File: config.mk
export PLATFORM = sky130hd
export DESIGN_NAME = fit_box_nearest_downscaler
export DESIGN_NICKNAME = d
export VERILOG_FILES = /design/src/sv/fbnd_pkg.sv /design/src/sv/fbnd_div.sv /design/src/sv/fbnd_ctrl.sv /design/src/sv/fbnd_datapath.sv /design/src/sv/fit_box_nearest_downscaler.sv
export SDC_FILE = /design/constraint.sdc
export NUM_CORES = 2
export LEC_CHECK = 0
export ABC_AREA = 1
export BUFFER_PORTS_ARGS = -buffer_cell sky130_fd_sc_hd__buf_2
export CAP_MARGIN = 20
export CORE_AREA = 8 8 266 332
export CTS_BUF_LIST = sky130_fd_sc_hd__clkbuf_16
export CTS_CLUSTER_DIAMETER = 60
export DETAILED_ROUTE_END_ITERATION = 8
export DIE_AREA = 0 0 274 340
export HOLD_SLACK_MARGIN = 0.05
export PLACE_DENSITY = 0.65
export RECOVER_POWER = 50
export SLEW_MARGIN = 5
export SYNTH_ARGS = -nofsm -noshare
export SYNTH_HDL_FRONTEND = slang
export SYNTH_SLANG_ARGS = --single-unit
export TNS_END_PERCENT = 5
File: constraint.sdc
create_clock -name clk -period 8.3 [get_ports clk]
set_clock_uncertainty 0.1 [all_clocks]
set_input_delay 0.83 -clock clk [delete_from_list [all_inputs] [get_ports clk]]
set_output_delay 0.83 -clock clk [all_outputs]
set_load 0.01 [all_outputs]
File: src/sv/fbnd_pkg.sv
// fbnd_pkg: shared widths, constants, codes and command/status types
// for the fit-box nearest downscaler; no dependencies
`timescale 1ns / 1ps

package fbnd_pkg;

    localparam int DIM_W       = 15;
    localparam int PIX_W       = 32;
    localparam int PROD_W      = 2 * DIM_W;
    localparam int CNT_W       = $clog2(PROD_W);
    localparam int CFG_IDX_W   = 2;
    localparam int MAX_DIM     = 16384;
    localparam int PIXEL_LIMIT = 64 * 1024 * 1024;
    localparam logic [PIX_W-1:0] OPAQUE = 32'hff00_0000;

    typedef enum logic [CFG_IDX_W-1:0] {
        CFG_SRC_WIDTH  = 2'd0,
        CFG_SRC_HEIGHT = 2'd1,
        CFG_BOX_WIDTH  = 2'd2,
        CFG_BOX_HEIGHT = 2'd3
    } cfg_idx_t;

    typedef enum logic [3:0] {
        OP_NONE      = 4'd0,
        OP_PROD_WH   = 4'd1,
        OP_CHECK     = 4'd2,
        OP_PROD_BHW  = 4'd3,
        OP_PICK      = 4'd4,
        OP_SIZE_GO   = 4'd5,
        OP_SIZE_DONE = 4'd6,
        OP_COL_GO    = 4'd7,
        OP_COL_DONE  = 4'd8,
        OP_ROW_GO    = 4'd9,
        OP_ROW_DONE  = 4'd10
    } op_t;

    typedef struct packed {
        logic hold;
        logic step_in;
        logic step_held;
        op_t  op;
    } cmd_t;

    typedef struct packed {
        logic out_free;
        logic invalid;
        logic full_fit;
        logic div_done;
    } stat_t;

endpackage

File: src/sv/fbnd_div.sv
// fbnd_div: restoring divider, one quotient bit per cycle
// depends on fbnd_pkg
`timescale 1ns / 1ps

module fbnd_div
(
    input  logic                       clk,
    input  logic                       rst_n,
    input  logic                       start,
    input  logic [fbnd_pkg::PROD_W-1:0] dividend,
    input  logic [fbnd_pkg::DIM_W-1:0]  divisor,
    output logic                       done,
    output logic [fbnd_pkg::PROD_W-1:0] quot,
    output logic [fbnd_pkg::DIM_W-1:0]  rem
);
    import fbnd_pkg::*;

    logic              busy_reg, busy_next;
    logic              done_reg, done_next;
    logic [CNT_W-1:0]  cnt_reg, cnt_next;
    logic [PROD_W-1:0] quo_reg, quo_next;
    logic [DIM_W-1:0]  rem_reg, rem_next;
    logic [DIM_W-1:0]  den_reg, den_next;
    logic [DIM_W:0]    shifted;
    logic [DIM_W:0]    trial;
    logic              fits;

    assign shifted = {rem_reg, quo_reg[PROD_W-1]};
    assign trial   = shifted - {1'b0, den_reg};
    assign fits    = shifted >= {1'b0, den_reg};

    always_comb
    begin
        busy_next = busy_reg;
        done_next = done_reg;
        cnt_next  = cnt_reg;
        quo_next  = quo_reg;
        rem_next  = rem_reg;
        den_next  = den_reg;
        if (start)
        begin
            busy_next = 1'b1;
            done_next = 1'b0;
            cnt_next  = '0;
            quo_next  = dividend;
            rem_next  = '0;
            den_next  = divisor;
        end
        else if (busy_reg)
        begin
            quo_next = {quo_reg[PROD_W-2:0], fits};
            rem_next = fits ? trial[DIM_W-1:0] : shifted[DIM_W-1:0];
            cnt_next = cnt_reg + 1'b1;
            if (cnt_reg == CNT_W'(PROD_W - 1))
            begin
                busy_next = 1'b0;
                done_next = 1'b1;
            end
        end
    end

    always_ff @(posedge clk or negedge rst_n)
    begin
        if (!rst_n)
        begin
            busy_reg <= 1'b0;
            done_reg <= 1'b0;
            cnt_reg  <= '0;
        end
        else
        begin
            busy_reg <= busy_next;
            done_reg <= done_next;
            cnt_reg  <= cnt_next;
        end
    end

    always_ff @(posedge clk)
    begin
        quo_reg <= quo_next;
        rem_reg <= rem_next;
        den_reg <= den_next;
    end

    assign done = done_reg;
    assign quot = quo_reg;
    assign rem  = rem_reg;

endmodule

File: src/sv/fbnd_ctrl.sv
// fbnd_ctrl: sequencer for frame setup and pixel stepping
// depends on fbnd_pkg
`timescale 1ns / 1ps

module fbnd_ctrl
(
    input  logic            clk,
    input  logic            rst_n,
    input  logic            s_tvalid,
    input  logic            s_tuser,
    output logic            s_tready,
    input  fbnd_pkg::stat_t stat,
    output fbnd_pkg::cmd_t  cmd
);
    import fbnd_pkg::*;

    typedef enum logic [10:0] {
        ST_RUN       = 11'b000_0000_0001,
        ST_CHECK     = 11'b000_0000_0010,
        ST_PROD_BHW  = 11'b000_0000_0100,
        ST_PICK      = 11'b000_0000_1000,
        ST_SIZE_GO   = 11'b000_0001_0000,
        ST_SIZE_WAIT = 11'b000_0010_0000,
        ST_COL_GO    = 11'b000_0100_0000,
        ST_COL_WAIT  = 11'b000_1000_0000,
        ST_ROW_GO    = 11'b001_0000_0000,
        ST_ROW_WAIT  = 11'b010_0000_0000,
        ST_PROC      = 11'b100_0000_0000
    } state_t;

    state_t state_reg, state_next;

    assign s_tready = (state_reg == ST_RUN) && stat.out_free;

    always_comb
    begin
        state_next    = state_reg;
        cmd.hold      = 1'b0;
        cmd.step_in   = 1'b0;
        cmd.step_held = 1'b0;
        cmd.op        = OP_NONE;
        case (state_reg)
            ST_RUN:
            begin
                if (s_tvalid && s_tready)
                begin
                    if (s_tuser)
                    begin
                        cmd.hold   = 1'b1;
                        cmd.op     = OP_PROD_WH;
                        state_next = ST_CHECK;
                    end
                    else
                    begin
                        cmd.step_in = 1'b1;
                    end
                end
            end
            ST_CHECK:
            begin
                cmd.op     = OP_CHECK;
                state_next = stat.invalid ? ST_PROC : ST_PROD_BHW;
            end
            ST_PROD_BHW:
            begin
                cmd.op     = OP_PROD_BHW;
                state_next = ST_PICK;
            end
            ST_PICK:
            begin
                cmd.op     = OP_PICK;
                state_next = stat.full_fit ? ST_COL_GO : ST_SIZE_GO;
            end
            ST_SIZE_GO:
            begin
                cmd.op     = OP_SIZE_GO;
                state_next = ST_SIZE_WAIT;
            end
            ST_SIZE_WAIT:
            begin
                if (stat.div_done)
                begin
                    cmd.op     = OP_SIZE_DONE;
                    state_next = ST_COL_GO;
                end
            end
            ST_COL_GO:
            begin
                cmd.op     = OP_COL_GO;
                state_next = ST_COL_WAIT;
            end
            ST_COL_WAIT:
            begin
                if (stat.div_done)
                begin
                    cmd.op     = OP_COL_DONE;
                    state_next = ST_ROW_GO;
                end
            end
            ST_ROW_GO:
            begin
                cmd.op     = OP_ROW_GO;
                state_next = ST_ROW_WAIT;
            end
            ST_ROW_WAIT:
            begin
                if (stat.div_done)
                begin
                    cmd.op     = OP_ROW_DONE;
                    state_next = ST_PROC;
                end
            end
            ST_PROC:
            begin
                if (stat.out_free)
                begin
                    cmd.step_held = 1'b1;
                    state_next    = ST_RUN;
                end
            end
            default:
            begin
                state_next = ST_RUN;
            end
        endcase
    end

    always_ff @(posedge clk or negedge rst_n)
    begin
        if (!rst_n)
        begin
            state_reg <= ST_RUN;
        end
        else
        begin
            state_reg <= state_next;
        end
    end

endmodule

File: src/sv/fbnd_datapath.sv
// fbnd_datapath: config registers, setup arithmetic, sampling counters
// and output register; depends on fbnd_pkg and fbnd_div
`timescale 1ns / 1ps

module fbnd_datapath
(
    input  logic                           clk,
    input  logic                           rst_n,
    input  logic                           cfg_we,
    input  logic [fbnd_pkg::CFG_IDX_W-1:0] cfg_index,
    input  logic [fbnd_pkg::DIM_W-1:0]     cfg_data,
    input  logic [fbnd_pkg::PIX_W-1:0]     s_tdata,
    output logic                           m_tvalid,
    input  logic                           m_tready,
    output logic [fbnd_pkg::PIX_W-1:0]     m_tdata,
    output logic                           m_tlast,
    output logic                           m_tuser,
    input  fbnd_pkg::cmd_t                 cmd,
    output fbnd_pkg::stat_t                stat
);
    import fbnd_pkg::*;

    logic [DIM_W-1:0] src_width_reg, src_height_reg, box_width_reg, box_height_reg;

    logic              frame_ok_reg, frame_ok_next;
    logic [DIM_W-1:0]  out_w_reg, out_w_next, out_h_reg, out_h_next;
    logic [DIM_W-1:0]  col_quot_reg, col_quot_next, col_rem_reg, col_rem_next;
    logic [DIM_W-1:0]  row_quot_reg, row_quot_next, row_rem_reg, row_rem_next;
    logic [DIM_W-1:0]  src_col_reg, src_col_next, src_row_reg, src_row_next;
    logic [DIM_W-1:0]  out_col_reg, out_col_next, out_row_reg, out_row_next;
    logic [DIM_W-1:0]  want_col_reg, want_col_next, col_acc_reg, col_acc_next;
    logic [DIM_W-1:0]  want_row_reg, want_row_next, row_acc_reg, row_acc_next;
    logic              wb_reg, wb_next;
    logic [PROD_W-1:0] prod_reg, prod_next, p1_reg, p1_next;
    logic [PIX_W-1:0]  hold_reg;
    logic              mvalid_reg, mvalid_next;
    logic [PIX_W-1:0]  mdata_reg, mdata_next;
    logic              mlast_reg, mlast_next, muser_reg, muser_next;

    logic [DIM_W-1:0]  mul_a, mul_b;
    logic [PROD_W-1:0] mul_p;
    logic              div_start, div_done;
    logic [PROD_W-1:0] div_dividend, div_quot;
    logic [DIM_W-1:0]  div_divisor, div_rem, size_q;

    logic             step, active, hit, re, fe, src_wrap;
    logic [PIX_W-1:0] pix;
    logic [DIM_W:0]   col_sum, row_sum;
    logic             col_carry, row_carry;
    logic [DIM_W-1:0] col_acc_new, col_pos_new, row_acc_new, row_pos_new;
    logic             full_fit, width_bound;

    fbnd_div u_div
    (
        .clk      (clk),
        .rst_n    (rst_n),
        .start    (div_start),
        .dividend (div_dividend),
        .divisor  (div_divisor),
        .done     (div_done),
        .quot     (div_quot),
        .rem      (div_rem)
    );

    // config write port
    always_ff @(posedge clk or negedge rst_n)
    begin
        if (!rst_n)
        begin
            src_width_reg  <= DIM_W'(1);
            src_height_reg <= DIM_W'(1);
            box_width_reg  <= DIM_W'(1);
            box_height_reg <= DIM_W'(1);
        end
        else if (cfg_we)
        begin
            case (cfg_index)
                CFG_SRC_WIDTH:  src_width_reg  <= cfg_data;
                CFG_SRC_HEIGHT: src_height_reg <= cfg_data;
                CFG_BOX_WIDTH:  box_width_reg  <= cfg_data;
                CFG_BOX_HEIGHT: box_height_reg <= cfg_data;
                default:        src_width_reg  <= src_width_reg;
            endcase
        end
    end

    // setup arithmetic
    always_comb
    begin
        case (cmd.op)
            OP_PROD_WH:
            begin
                mul_a = src_width_reg;
                mul_b = src_height_reg;
            end
            OP_CHECK:
            begin
                mul_a = box_width_reg;
                mul_b = src_height_reg;
            end
            default:
            begin
                mul_a = box_height_reg;
                mul_b = src_width_reg;
            end
        endcase
    end

    assign mul_p = {{DIM_W{1'b0}}, mul_a} * {{DIM_W{1'b0}}, mul_b};

    assign stat.invalid = (src_width_reg == '0) || (src_height_reg == '0)
                       || (src_width_reg > DIM_W'(MAX_DIM))
                       || (src_height_reg > DIM_W'(MAX_DIM))
                       || (prod_reg > PROD_W'(PIXEL_LIMIT))
                       || (box_width_reg == '0) || (box_height_reg == '0);
    assign full_fit      = (box_width_reg >= src_width_reg)
                        && (box_height_reg >= src_height_reg);
    assign stat.full_fit = full_fit;
    assign width_bound   = p1_reg <= prod_reg;
    assign stat.div_done = div_done;

    assign div_start = (cmd.op inside {OP_SIZE_GO, OP_COL_GO, OP_ROW_GO});

    always_comb
    begin
        case (cmd.op)
            OP_SIZE_GO:
            begin
                div_dividend = wb_reg ? p1_reg : prod_reg;
                div_divisor  = wb_reg ? src_width_reg : src_height_reg;
            end
            OP_COL_GO:
            begin
                div_dividend = {{DIM_W{1'b0}}, src_width_reg};
                div_divisor  = out_w_reg;
            end
            default:
            begin
                div_dividend = {{DIM_W{1'b0}}, src_height_reg};
                div_divisor  = out_h_reg;
            end
        endcase
    end

    assign size_q = (div_quot[DIM_W-1:0] == '0) ? DIM_W'(1) : div_quot[DIM_W-1:0];

    // sampling step
    assign step     = cmd.step_in | cmd.step_held;
    assign pix      = cmd.step_held ? hold_reg : s_tdata;
    assign active   = frame_ok_reg && (out_row_reg < out_h_reg);
    assign hit      = active && (src_row_reg == want_row_reg)
                   && (src_col_reg == want_col_reg) && (out_col_reg < out_w_reg);
    assign re       = ({1'b0, out_col_reg} + 1'b1) == {1'b0, out_w_reg};
    assign fe       = re && (({1'b0, out_row_reg} + 1'b1) == {1'b0, out_h_reg});
    assign src_wrap = ({1'b0, src_col_reg} + 1'b1) >= {1'b0, src_width_reg};

    assign col_sum     = {1'b0, col_acc_reg} + {1'b0, col_rem_reg};
    assign col_carry   = col_sum >= {1'b0, out_w_reg};
    assign col_acc_new = col_carry ? DIM_W'(col_sum - {1'b0, out_w_reg})
                                   : col_sum[DIM_W-1:0];
    assign col_pos_new = want_col_reg + col_quot_reg + DIM_W'(col_carry);
    assign row_sum     = {1'b0, row_acc_reg} + {1'b0, row_rem_reg};
    assign row_carry   = row_sum >= {1'b0, out_h_reg};
    assign row_acc_new = row_carry ? DIM_W'(row_sum - {1'b0, out_h_reg})
                                   : row_sum[DIM_W-1:0];
    assign row_pos_new = want_row_reg + row_quot_reg + DIM_W'(row_carry);

    assign stat.out_free = !mvalid_reg || m_tready;

    always_comb
    begin
        frame_ok_next = frame_ok_reg;
        out_w_next    = out_w_reg;
        out_h_next    = out_h_reg;
        col_quot_next = col_quot_reg;
        col_rem_next  = col_rem_reg;
        row_quot_next = row_quot_reg;
        row_rem_next  = row_rem_reg;
        src_col_next  = src_col_reg;
        src_row_next  = src_row_reg;
        out_col_next  = out_col_reg;
        out_row_next  = out_row_reg;
        want_col_next = want_col_reg;
        col_acc_next  = col_acc_reg;
        want_row_next = want_row_reg;
        row_acc_next  = row_acc_reg;
        wb_next       = wb_reg;
        prod_next     = prod_reg;
        p1_next       = p1_reg;
        mvalid_next   = mvalid_reg && !m_tready;
        mdata_next    = mdata_reg;
        mlast_next    = mlast_reg;
        muser_next    = muser_reg;

        if (cmd.op inside {OP_PROD_WH, OP_CHECK, OP_PROD_BHW})
        begin
            prod_next = mul_p;
        end

        case (cmd.op)
            OP_PROD_WH:
            begin
                frame_ok_next = 1'b0;
                out_w_next    = '0;
                out_h_next    = '0;
                col_quot_next = '0;
                col_rem_next  = '0;
                row_quot_next = '0;
                row_rem_next  = '0;
                src_col_next  = '0;
                src_row_next  = '0;
                out_col_next  = '0;
                out_row_next  = '0;
                want_col_next = '0;
                col_acc_next  = '0;
                want_row_next = '0;
                row_acc_next  = '0;
            end
            OP_PROD_BHW:
            begin
                p1_next = prod_reg;
            end
            OP_PICK:
            begin
                wb_next = width_bound;
                if (full_fit)
                begin
                    out_w_next = src_width_reg;
                    out_h_next = src_height_reg;
                end
                else if (width_bound)
                begin
                    out_w_next = box_width_reg;
                end
                else
                begin
                    out_h_next = box_height_reg;
                end
            end
            OP_SIZE_DONE:
            begin
                if (wb_reg)
                begin
                    out_h_next = size_q;
                end
                else
                begin
                    out_w_next = size_q;
                end
            end
            OP_COL_DONE:
            begin
                col_quot_next = div_quot[DIM_W-1:0];
                col_rem_next  = div_rem;
            end
            OP_ROW_DONE:
            begin
                row_quot_next = div_quot[DIM_W-1:0];
                row_rem_next  = div_rem;
                frame_ok_next = 1'b1;
            end
            default:
            begin
                wb_next = wb_reg;
            end
        endcase

        if (step && active)
        begin
            if (hit)
            begin
                mvalid_next = 1'b1;
                mdata_next  = pix | OPAQUE;
                mlast_next  = re;
                muser_next  = fe;
                if (re)
                begin
                    out_col_next  = '0;
                    want_col_next = '0;
                    col_acc_next  = '0;
                    out_row_next  = out_row_reg + 1'b1;
                    want_row_next = row_pos_new;
                    row_acc_next  = row_acc_new;
                end
                else
                begin
                    out_col_next  = out_col_reg + 1'b1;
                    want_col_next = col_pos_new;
                    col_acc_next  = col_acc_new;
                end
            end
            if (src_wrap)
            begin
                src_col_next = '0;
                src_row_next = src_row_reg + 1'b1;
            end
            else
            begin
                src_col_next = src_col_reg + 1'b1;
            end
        end
    end

    always_ff @(posedge clk or negedge rst_n)
    begin
        if (!rst_n)
        begin
            frame_ok_reg <= 1'b0;
            out_w_reg    <= '0;
            out_h_reg    <= '0;
            col_quot_reg <= '0;
            col_rem_reg  <= '0;
            row_quot_reg <= '0;
            row_rem_reg  <= '0;
            src_col_reg  <= '0;
            src_row_reg  <= '0;
            out_col_reg  <= '0;
            out_row_reg  <= '0;
            want_col_reg <= '0;
            col_acc_reg  <= '0;
            want_row_reg <= '0;
            row_acc_reg  <= '0;
            wb_reg       <= 1'b0;
            mvalid_reg   <= 1'b0;
        end
        else
        begin
            frame_ok_reg <= frame_ok_next;
            out_w_reg    <= out_w_next;
            out_h_reg    <= out_h_next;
            col_quot_reg <= col_quot_next;
            col_rem_reg  <= col_rem_next;
            row_quot_reg <= row_quot_next;
            row_rem_reg  <= row_rem_next;
            src_col_reg  <= src_col_next;
            src_row_reg  <= src_row_next;
            out_col_reg  <= out_col_next;
            out_row_reg  <= out_row_next;
            want_col_reg <= want_col_next;
            col_acc_reg  <= col_acc_next;
            want_row_reg <= want_row_next;
            row_acc_reg  <= row_acc_next;
            wb_reg       <= wb_next;
            mvalid_reg   <= mvalid_next;
        end
    end

    always_ff @(posedge clk)
    begin
        prod_reg  <= prod_next;
        p1_reg    <= p1_next;
        mdata_reg <= mdata_next;
        mlast_reg <= mlast_next;
        muser_reg <= muser_next;
        if (cmd.hold)
        begin
            hold_reg <= s_tdata;
        end
    end

    assign m_tvalid = mvalid_reg;
    assign m_tdata  = mdata_reg;
    assign m_tlast  = mlast_reg;
    assign m_tuser  = muser_reg;

endmodule

File: src/sv/fit_box_nearest_downscaler.sv
// fit_box_nearest_downscaler: top level, joins controller and datapath
// depends on fbnd_pkg, fbnd_ctrl, fbnd_datapath
//
//   port group  dir  payload
//   s_*         in   tdata: src_pixel[31:0]; tuser: frame_start
//   m_*         out  tdata: out_pixel[31:0]; tlast: row_end; tuser: frame_end
//   cfg_*       in   index 0..3 = src_width, src_height, box_width, box_height
//
// a frame-start word holds off input while setup runs the one-bit-per-cycle
// divider up to three times; a plain pixel needs no setup
// reset clears all counters; config registers reset to 1; no clearing pass
// input is held off while the output register is full and not taken
`timescale 1ns / 1ps

module fit_box_nearest_downscaler
(
    input  logic                           clk,
    input  logic                           rst_n,
    input  logic                           cfg_we,
    input  logic [fbnd_pkg::CFG_IDX_W-1:0] cfg_index,
    input  logic [fbnd_pkg::DIM_W-1:0]     cfg_data,
    input  logic                           s_tvalid,
    output logic                           s_tready,
    input  logic [fbnd_pkg::PIX_W-1:0]     s_tdata,  // src_pixel
    input  logic                           s_tuser,  // frame_start
    output logic                           m_tvalid,
    input  logic                           m_tready,
    output logic [fbnd_pkg::PIX_W-1:0]     m_tdata,  // out_pixel
    output logic                           m_tlast,
    output logic                           m_tuser   // frame_end
);
    import fbnd_pkg::*;

    cmd_t  cmd;
    stat_t stat;

    fbnd_ctrl u_ctrl
    (
        .clk      (clk),
        .rst_n    (rst_n),
        .s_tvalid (s_tvalid),
        .s_tuser  (s_tuser),
        .s_tready (s_tready),
        .stat     (stat),
        .cmd      (cmd)
    );

    fbnd_datapath u_datapath
    (
        .clk       (clk),
        .rst_n     (rst_n),
        .cfg_we    (cfg_we),
        .cfg_index (cfg_index),
        .cfg_data  (cfg_data),
        .s_tdata   (s_tdata),
        .m_tvalid  (m_tvalid),
        .m_tready  (m_tready),
        .m_tdata   (m_tdata),
        .m_tlast   (m_tlast),
        .m_tuser   (m_tuser),
        .cmd       (cmd),
        .stat      (stat)
    );

endmodule

# After elaboration in Yosys (flattened, before gate mapping)
# Index checks and enable logic that the tools add are counted.
[word_totals]
ff_bits = 461
latch_bits = 0
mem_bits_rw = 0
mem_bits_ro = 0
inputBits = 55
out_inout_bits = 36
word_cells = 234
mem_count = 0
[op_classes]
addsub = 17
multipliers = 1
n_div = 0
n_lt_le_gt_ge = 12
n_eq_ne = 39
shifts = 0
muxes = 87
n_bitwise = 1
reduce_logical = 43
[ops]
columns = ["op", "count"]
rows = [
  ["2-to-1 mux 15 bit", 42],
  ["one-hot mux 15 bit (2 select lines)", 6],
  ["one-hot mux 11 bit (11 select lines)", 1],
  ["2-to-1 mux 30 bit", 3],
  ["one-hot mux 15 bit (3 select lines)", 2],
  ["2-to-1 mux 11 bit", 7],
  ["zero test 15 bit", 5],
  ["greater-or-equal comparator 16 x 15 -> 1 bit", 4],
  ["adder 15 x 1 -> 15 bit, second input constant", 4],
  ["one-hot mux 30 bit (2 select lines)", 1],
  ["adder 15 x 1 -> 16 bit, second input constant", 3],
  ["subtractor 15 bit", 3],
  ["one-hot mux 4 bit (10 select lines)", 1],
  ["adder 15 x 15 -> 16 bit", 2],
  ["== test 16 x 15 -> 1 bit", 2],
  ["adder 15 x 1 -> 15 bit", 2],
  ["adder 15 bit", 2],
  ["== test 15 bit", 2],
  ["greater-or-equal comparator 15 bit", 2],
  ["greater-than comparator 15 bit, second input constant", 2],
  ["greater-than comparator 30 x 27 -> 1 bit, second input constant", 1],
  ["<= comparator 30 bit", 1],
  ["< comparator 15 bit", 2],
  ["multiplier 15 x 15 -> 30 bit", 1],
  ["other kinds (42)", 99],
]

# Longest topological paths before layout
[logic_depth]
ltp_word = 11
depth_mapped = 34
depth_no_buf = 32

# Cells and area by module
# Synthesis repeated with hierarchy kept, for this count alone.
[unflattened]
cells_unflattened = 4954
hier_area_um2 = 37960.2
[modules_own_cells]
columns = ["mod", "instances", "cells_per_inst", "area_each_um2", "seq_area_each_um2"]
rows = [
  ["fbnd_datapath", 1, 4344, 33280.7, 10139.7],
  ["fbnd_div", 1, 479, 3794.9, 1826.8],
  ["fbnd_ctrl", 1, 131, 884.6, 276.5],
]

# Worst setup path after synthesis
# OpenSTA, ideal clock, no wires.
[synth_timing]
path_type = "input -> register"
startpoint = "input port m_tready"
endpoint = "register u_datapath.prod_reg[17] (data pin)"
setup_time_ns = 0.265
arrival_ns = 6.764
required_ns = 7.935
slack_ns = 1.171
stages = 29
cell_sequence = "nor2_1 -> nor2_4 -> nand3_2 -> clkinv_2 -> buf_4 -> a22oi_1 -> o21a_1 -> buf_2 -> nor2_1 -> fa_1 -> inv_1 -> fa_1 -> inv_1 -> fa_1 -> inv_1 -> fa_1 -> inv_1 -> fa_1 -> inv_1 -> fa_1 -> inv_1 -> ha_1 -> a21oi_1 -> nor2_1 -> nor2_1 -> o21ai_0 -> a21oi_1 -> o21ai_0 -> xor2_1"
[synth_between]
elab_chain_cells = 9
[synth_rtl]
columns = ["element", "line", "rtl"]
rows = [
  ["start: declaration", "fit_box_nearest_downscaler.sv:27", "input logic m_tready,"],
  ["logical OR 1 bit (*)", "fbnd_datapath.sv:168", "assign stat.out_free = !mvalid_reg || m_tready;"],
  ["logical AND 1 bit (*)", "fbnd_ctrl.sv:33", "assign s_tready = (state_reg == ST_RUN) && stat.out_free;"],
  ["named net s_tready", "fit_box_nearest_downscaler.sv:23", "output logic s_tready,"],
  ["logical AND 1 bit (*)", "fbnd_ctrl.sv:45", "if (s_tvalid && s_tready)"],
  ["2-to-1 mux 4 bit (*)", "fbnd_ctrl.sv:45", ""],
  ["one-hot mux 4 bit (10 select lines) (*)", "fbnd_ctrl.sv:42", "case (state_reg)"],
  ["== test 4 x 2 -> 1 bit / == test 4 x 1 -> 1 bit (equally long branches)", "fbnd_datapath.sv:90", "case (cmd.op)"],
  ["OR reduction 2 bit (no source line)", "-", ""],
  ["2-to-1 mux 15 bit", "fbnd_datapath.sv:90", ""],
  ["multiplier 15 x 15 -> 30 bit (*)", "fbnd_datapath.sv:109", "assign mul_p = {{DIM_W{1'b0}}, mul_a} * {{DIM_W{1'b0}}, mul_b};"],
  ["named net u_datapath.mul_p[17]", "fbnd_datapath.sv:41", "logic [PROD_W-1:0] mul_p;"],
  ["end signal: assignment", "fbnd_datapath.sv:350", "prod_reg <= prod_next;"],
  ["end: declaration", "fbnd_datapath.sv:34", "logic [PROD_W-1:0] prod_reg, prod_next, p1_reg, p1_next;"],
]
# The timed path passes the listed nets; every way through them passes the cells marked *.
# A chain may end at the register's enable or synchronous reset.

# Worst setup path after layout
[layout_timing]
startpoint = "register u_ctrl.state_reg[6]"
endpoint = "register u_datapath.prod_reg[28] (data pin)"
[layout_between]
elab_chain_cells = 9
[layout_rtl]
columns = ["element", "line", "rtl"]
rows = [
  ["start: declaration", "fbnd_ctrl.sv:31", "state_t state_reg, state_next;"],
  ["start signal: assignment", "fbnd_ctrl.sv:136", "state_reg <= state_next;"],
  ["== test 11 x 1 -> 1 bit", "fbnd_ctrl.sv:33, fbnd_ctrl.sv:42", ""],
  ["logical AND 1 bit", "fbnd_ctrl.sv:33", ""],
  ["logical AND 1 bit", "fbnd_ctrl.sv:45", ""],
  ["2-to-1 mux 4 bit", "fbnd_ctrl.sv:45", ""],
  ["one-hot mux 4 bit (10 select lines) (*)", "fbnd_ctrl.sv:42", ""],
  ["== test 4 x 2 -> 1 bit / == test 4 x 1 -> 1 bit (equally long branches)", "fbnd_datapath.sv:90", ""],
  ["OR reduction 2 bit (no source line)", "-", ""],
  ["2-to-1 mux 15 bit", "fbnd_datapath.sv:90", ""],
  ["multiplier 15 x 15 -> 30 bit (*)", "fbnd_datapath.sv:109", ""],
  ["named net u_datapath.mul_p[28]", "fbnd_datapath.sv:41", ""],
]
# Marked as above.

==> qor_table.md <==
| Step | Metric | Value |
|---|---|---|
| outcome | Status | finished, violations left |
| outcome | Failing checks | capacitance limit, slew limit |
| power | Leakage | 0.02028 uW |
| clock network | TritonCTS Sinks | 461 |
| hold path | Type of the worst min-delay path | input port to register |
| route | Via-per-instance ratio | 5.412 |
| global route | Antenna violations before repair | 2 |
| sta | Fin. Hold Viols | 0 |
| synth | Async set-or-reset flop fraction in the synthesized netlist | 0.6312 |
| route | ANT nets after route | 0 |
| route | Routed wire length | 111200 microns |
| sta | Final-report setup violation count | 0 |
| sta | Unrepaired setup endpoints after global routing | no |
| placed design | GPL Wtd Cong | 0.9761 |
| floorplanning | Core Area | 0.08338 sq mm |
| clock network | Clock transition at the registers of the reported paths | 0.06 ns |
| finish | Share of post-route cells with drive strength above 1 | 0.05060 |
| clock network | Gates resized, CTS repair | 0 |
| floorplanning | Die Ht | 340 microns |
| route | 1st-iter DRT viols | 2245 |
| route | DR DRC count | 0 |
| route | WL/cell | 18.93 microns |
| clock network | Clock buffer count from CTS | 51 |
| global route | Remaining Overflow, GRT | 0 |
| critical path | Sum of buffers and inverters on the critical path | 5 |
| sta | Max-slew headroom at the worst pin | -1.640 |
| power | Power density over cell area | 382.5 mW/mm^2 |
| critical path | Slowest CP cell | sky130_fd_sc_hd__fa_1 |
| run | MaxCap Viol Count | 6 |
| sta | Setup Total Neg Slack | 0 ns |
| clock network | Number of buffers on the longest clock path | 3 |
| finish | Cell area after layout | 0.04021 sq mm |
| clock network | Root buffer cell | sky130_fd_sc_hd__clkbuf_16 |
| synth | Synthesized area per cell | 7.885 sq um |
| clock network | H-tree level count | 2 |
| placed design | Number of port buffers | 74 |
| finish | Count of filler cells inserted in the layout | 8180 |
| power | Highest ir drop seen on vdd | 0.0008377 V |
| floorplanning | Standard-cell rows | 119 |
| sta | Period minus WS final | 7.803 ns |
| critical path | Critical path arrival | 8.04 ns |
| finish | Area occupied by multi-input gates | 0.02166 sq mm |
| critical path | Critical path's top delay family | adder cells |
| sta | Peak clock frequency supported by timing | 128.2 MHz |
| route | Vias after detailed routing | 31.79k |
| synth | Number of library cell types mapped by synthesis | 64 |
| clock network | CTS tree | done |
| floorplanning | Overall die width | 274 microns |
| critical path | Cell mode on critical path | sky130_fd_sc_hd__fa_1 |
| route | Pre-Repair DR Iteration Count | 6 |
| synth | Cell area after technology mapping | 0.03702 sq mm |
| synth | Part of the Yosys area used for sequential elements | 0.3307 |
| floorplanning | Ports placed on the boundary | 91 |
| synth | Count of mapped cells out of synthesis | 4695 |
| critical path | Type of destination of the critical path | register |
| finish | Nets | 5279 |
| sta | Number of pins exceeding their max-slew limit in the final report | 407 |
| global route | Global-route wire length before repair | 176300 microns |
| synth | Count of warnings emitted by yosys | 0 |
| global route | Vias in the first global route | 31.88k |
| global route | Largest net degree at the start of global routing | 81 |
| synth | Number of synthesized flops with an enable pin | 155 |
| placed design | Post-detail-place hpwl | 86560 microns |
| floorplanning | Initial cell density of the core | 0.4440 |
| sta | Slew @ Worst Pin | 3.961 ns |
| finish | Footprint of the flip-flops and latches | 0.01224 sq mm |
| placed design | Instance area at placement | 0.03859 sq mm |
| sta | Period utilisation layout | 0.9401 |
| global route | Overall fraction of global-route tracks in use | 0.2374 |
| critical path | Type of the worst setup path | register to register |
| critical path | Crit path largest cell delay | 0.60 ns |
| critical path | Maximum fanout count along the critical path | 16 |
| finish | Area grow syn2layout | 8.628% |
| synth | Flip-flop cell with the highest count after synthesis | sky130_fd_sc_hd__dfrtp_1 |
| floorplanning | Area of the die | 0.09316 sq mm |
| critical path | Crit start category | register |
| critical path | CP required | 8.53 ns |
| synth | Number of synthesized register bits | 461 |
| clock network | Clock insertion delay at the later pin of the skew report | 0.65 ns |
logic make-up after synthesis:
group                    count (synthesis)  synth area share
AO/OA/AOI/OAI                          719            0.1084
XOR/XNOR                               171           0.04160
adder cells (fa/ha/maj)                482            0.1986
buffers and inverters                  803           0.08547
flip-flops                             461            0.3307
other                                    1         0.0001013
AND/OR/NAND/NOR                       2058            0.2352
timing repair:
| action | CTS | global route |
|---|---|---|
| setup buffers | 0 | 0 |
| hold buffers | 1 | 0 |
| hold endpoints to repair | 65 | 0 |
synth_stat cells (5+ instances only):
cell,n,area [sq um]
sky130_fd_sc_hd__edfxtp_1,155,4654
sky130_fd_sc_hd__clkinv_1,5,18.77
sky130_fd_sc_hd__nand3b_1,14,105.1
sky130_fd_sc_hd__inv_1,633,2376
sky130_fd_sc_hd__inv_2,10,37.54
sky130_fd_sc_hd__o21ai_0,361,1807
sky130_fd_sc_hd__buf_2,42,210.2
sky130_fd_sc_hd__nor2_1,370,1389
sky130_fd_sc_hd__dfxtp_1,15,300.3
sky130_fd_sc_hd__o21a_1,20,150.1
sky130_fd_sc_hd__o22ai_1,30,187.7
sky130_fd_sc_hd__o21bai_1,17,127.6
sky130_fd_sc_hd__nand3_1,375,1877
sky130_fd_sc_hd__nand4_1,57,356.6
sky130_fd_sc_hd__a31oi_1,6,37.54
sky130_fd_sc_hd__a22oi_1,14,105.1
sky130_fd_sc_hd__or2_2,5,31.28
sky130_fd_sc_hd__buf_4,17,127.6
sky130_fd_sc_hd__nor2_2,9,56.30
sky130_fd_sc_hd__buf_1,5,18.77
sky130_fd_sc_hd__xnor2_1,49,429.2
sky130_fd_sc_hd__nor3_1,45,225.2
sky130_fd_sc_hd__a21o_1,11,82.58
sky130_fd_sc_hd__o221ai_1,15,131.4
sky130_fd_sc_hd__nor4_1,16,100.1
sky130_fd_sc_hd__nand2_2,5,31.28
sky130_fd_sc_hd__nand2_1,1136,4264
sky130_fd_sc_hd__dfrtp_1,286,7157
sky130_fd_sc_hd__a21oi_1,204,1021
sky130_fd_sc_hd__ha_1,306,3829
sky130_fd_sc_hd__nor2_4,7,78.83
sky130_fd_sc_hd__clkbuf_1,85,319.1
sky130_fd_sc_hd__xor2_1,119,1042
sky130_fd_sc_hd__a21oi_2,7,61.31
sky130_fd_sc_hd__nand3_2,5,50.05
sky130_fd_sc_hd__fa_1,176,3523
sky130_fd_sc_hd__o211ai_1,11,82.58
sky130_fd_sc_hd__dfstp_2,5,131.4
metrics by stage:
stage	hold slack (ns)	setup WS (ns)	power, uW	instances	util
2_1_floorplan	0.3264	1.171	10010	4702	-
3_3_place_gp	0.3299	0.2510	13080	5775	0.4627
3_5_place_dp	0.3317	0.1311	13170	5776	0.4628
4_1_cts	0.2219	0.5546	15540	5871	0.4832
5_1_grt	0.2458	0.07420	16980	5873	0.4823
6_report	0.2681	0.4969	15380	5874	0.4823
placed cells by master, fill, tap and decap left out, types with 6 or more instances in the layout:
cell type and instances:
sky130_fd_sc_hd__inv_1 639, sky130_fd_sc_hd__o21a_1 20, sky130_fd_sc_hd__buf_2 35, sky130_fd_sc_hd__buf_4 56
sky130_fd_sc_hd__nor2_2 9, sky130_fd_sc_hd__inv_2 13, sky130_fd_sc_hd__fa_1 176, sky130_fd_sc_hd__a31oi_1 6
sky130_fd_sc_hd__conb_1 8, sky130_fd_sc_hd__clkinv_2 6, sky130_fd_sc_hd__a22oi_1 14, sky130_fd_sc_hd__a21oi_1 204
sky130_fd_sc_hd__clkbuf_16 53, sky130_fd_sc_hd__dfrtp_1 286, sky130_fd_sc_hd__xor2_1 119, sky130_fd_sc_hd__nand4_1 57
sky130_fd_sc_hd__o211ai_1 11, sky130_fd_sc_hd__nand3_1 374, sky130_fd_sc_hd__nor2_1 370, sky130_fd_sc_hd__clkbuf_1 43
sky130_fd_sc_hd__o221ai_1 15, sky130_fd_sc_hd__clkinv_1 14, sky130_fd_sc_hd__o21ai_0 361, sky130_fd_sc_hd__o22ai_1 30
sky130_fd_sc_hd__o21bai_1 17, sky130_fd_sc_hd__a21oi_2 7, sky130_fd_sc_hd__xnor2_1 49, sky130_fd_sc_hd__nor4_1 16
sky130_fd_sc_hd__nor2_4 7, sky130_fd_sc_hd__nand3b_1 14, sky130_fd_sc_hd__dfxtp_1 15, sky130_fd_sc_hd__edfxtp_1 155
sky130_fd_sc_hd__ha_1 306, sky130_fd_sc_hd__nor3_1 44, sky130_fd_sc_hd__a21o_1 11, sky130_fd_sc_hd__nand2_1 1136
report_power, final:
group / leakage (uW) / total [uW] / switching (uW) / internal [uW]
sequential: 0.00554 / 3100 / 179 / 2920
combinational: 0.0139 / 10000 / 6370 / 3630
clock: 0.000844 / 2290 / 1020 / 1270
total: 0.0203 / 15400 / 7570 / 7810
layer usage:
metal	track usage	part of all wire	vias to the layer above
met2	0.4222	0.50	899
met3	0.02696	0.048	279
met4	0.1161	0.055	0
met1	0.2816	0.39	15180
met5	0	0	-
li1	-	-	15440
cell type report:
class                   count  area share
multi-input cells        3438      0.5385
flip-flops and latches    461      0.3044
inverters                 650     0.06076
well taps                1089     0.03388
clock buffers              53     0.03298
repair buffers            140     0.02022
clock inverters            41    0.009054
diodes                      2   0.0001245
path summary, 6_finish.rpt:
| check | startpoint | to | slack (ns) | depth (start not counted) |
|---|---|---|---|---|
| min | s_tdata[2] | u_datapath.hold_reg[2]$_DFFE_PP_ | 0.27 | 1 |
| min in group asynchronous | rst_n | u_datapath.src_row_reg[1]$_DFF_PN0_ | 1.99 | 2 |
| max reg2reg | u_ctrl.state_reg[6]$_DFFE_PN0P_ | u_datapath.prod_reg[28]$_DFFE_PP_ | 0.50 | 29 |
| max | u_ctrl.state_reg[6]$_DFFE_PN0P_ | u_datapath.prod_reg[28]$_DFFE_PP_ | 0.50 | 29 |
| max in group asynchronous | rst_n | u_datapath.u_div.cnt_reg[3]$_DFFE_PN0P_ | 2.53 | 3 |
| min reg2reg | u_datapath.prod_reg[14]$_DFFE_PP_ | u_datapath.p1_reg[14]$_DFFE_PN_ | 0.34 | 0 |
(Power assumes the default switching activity.)
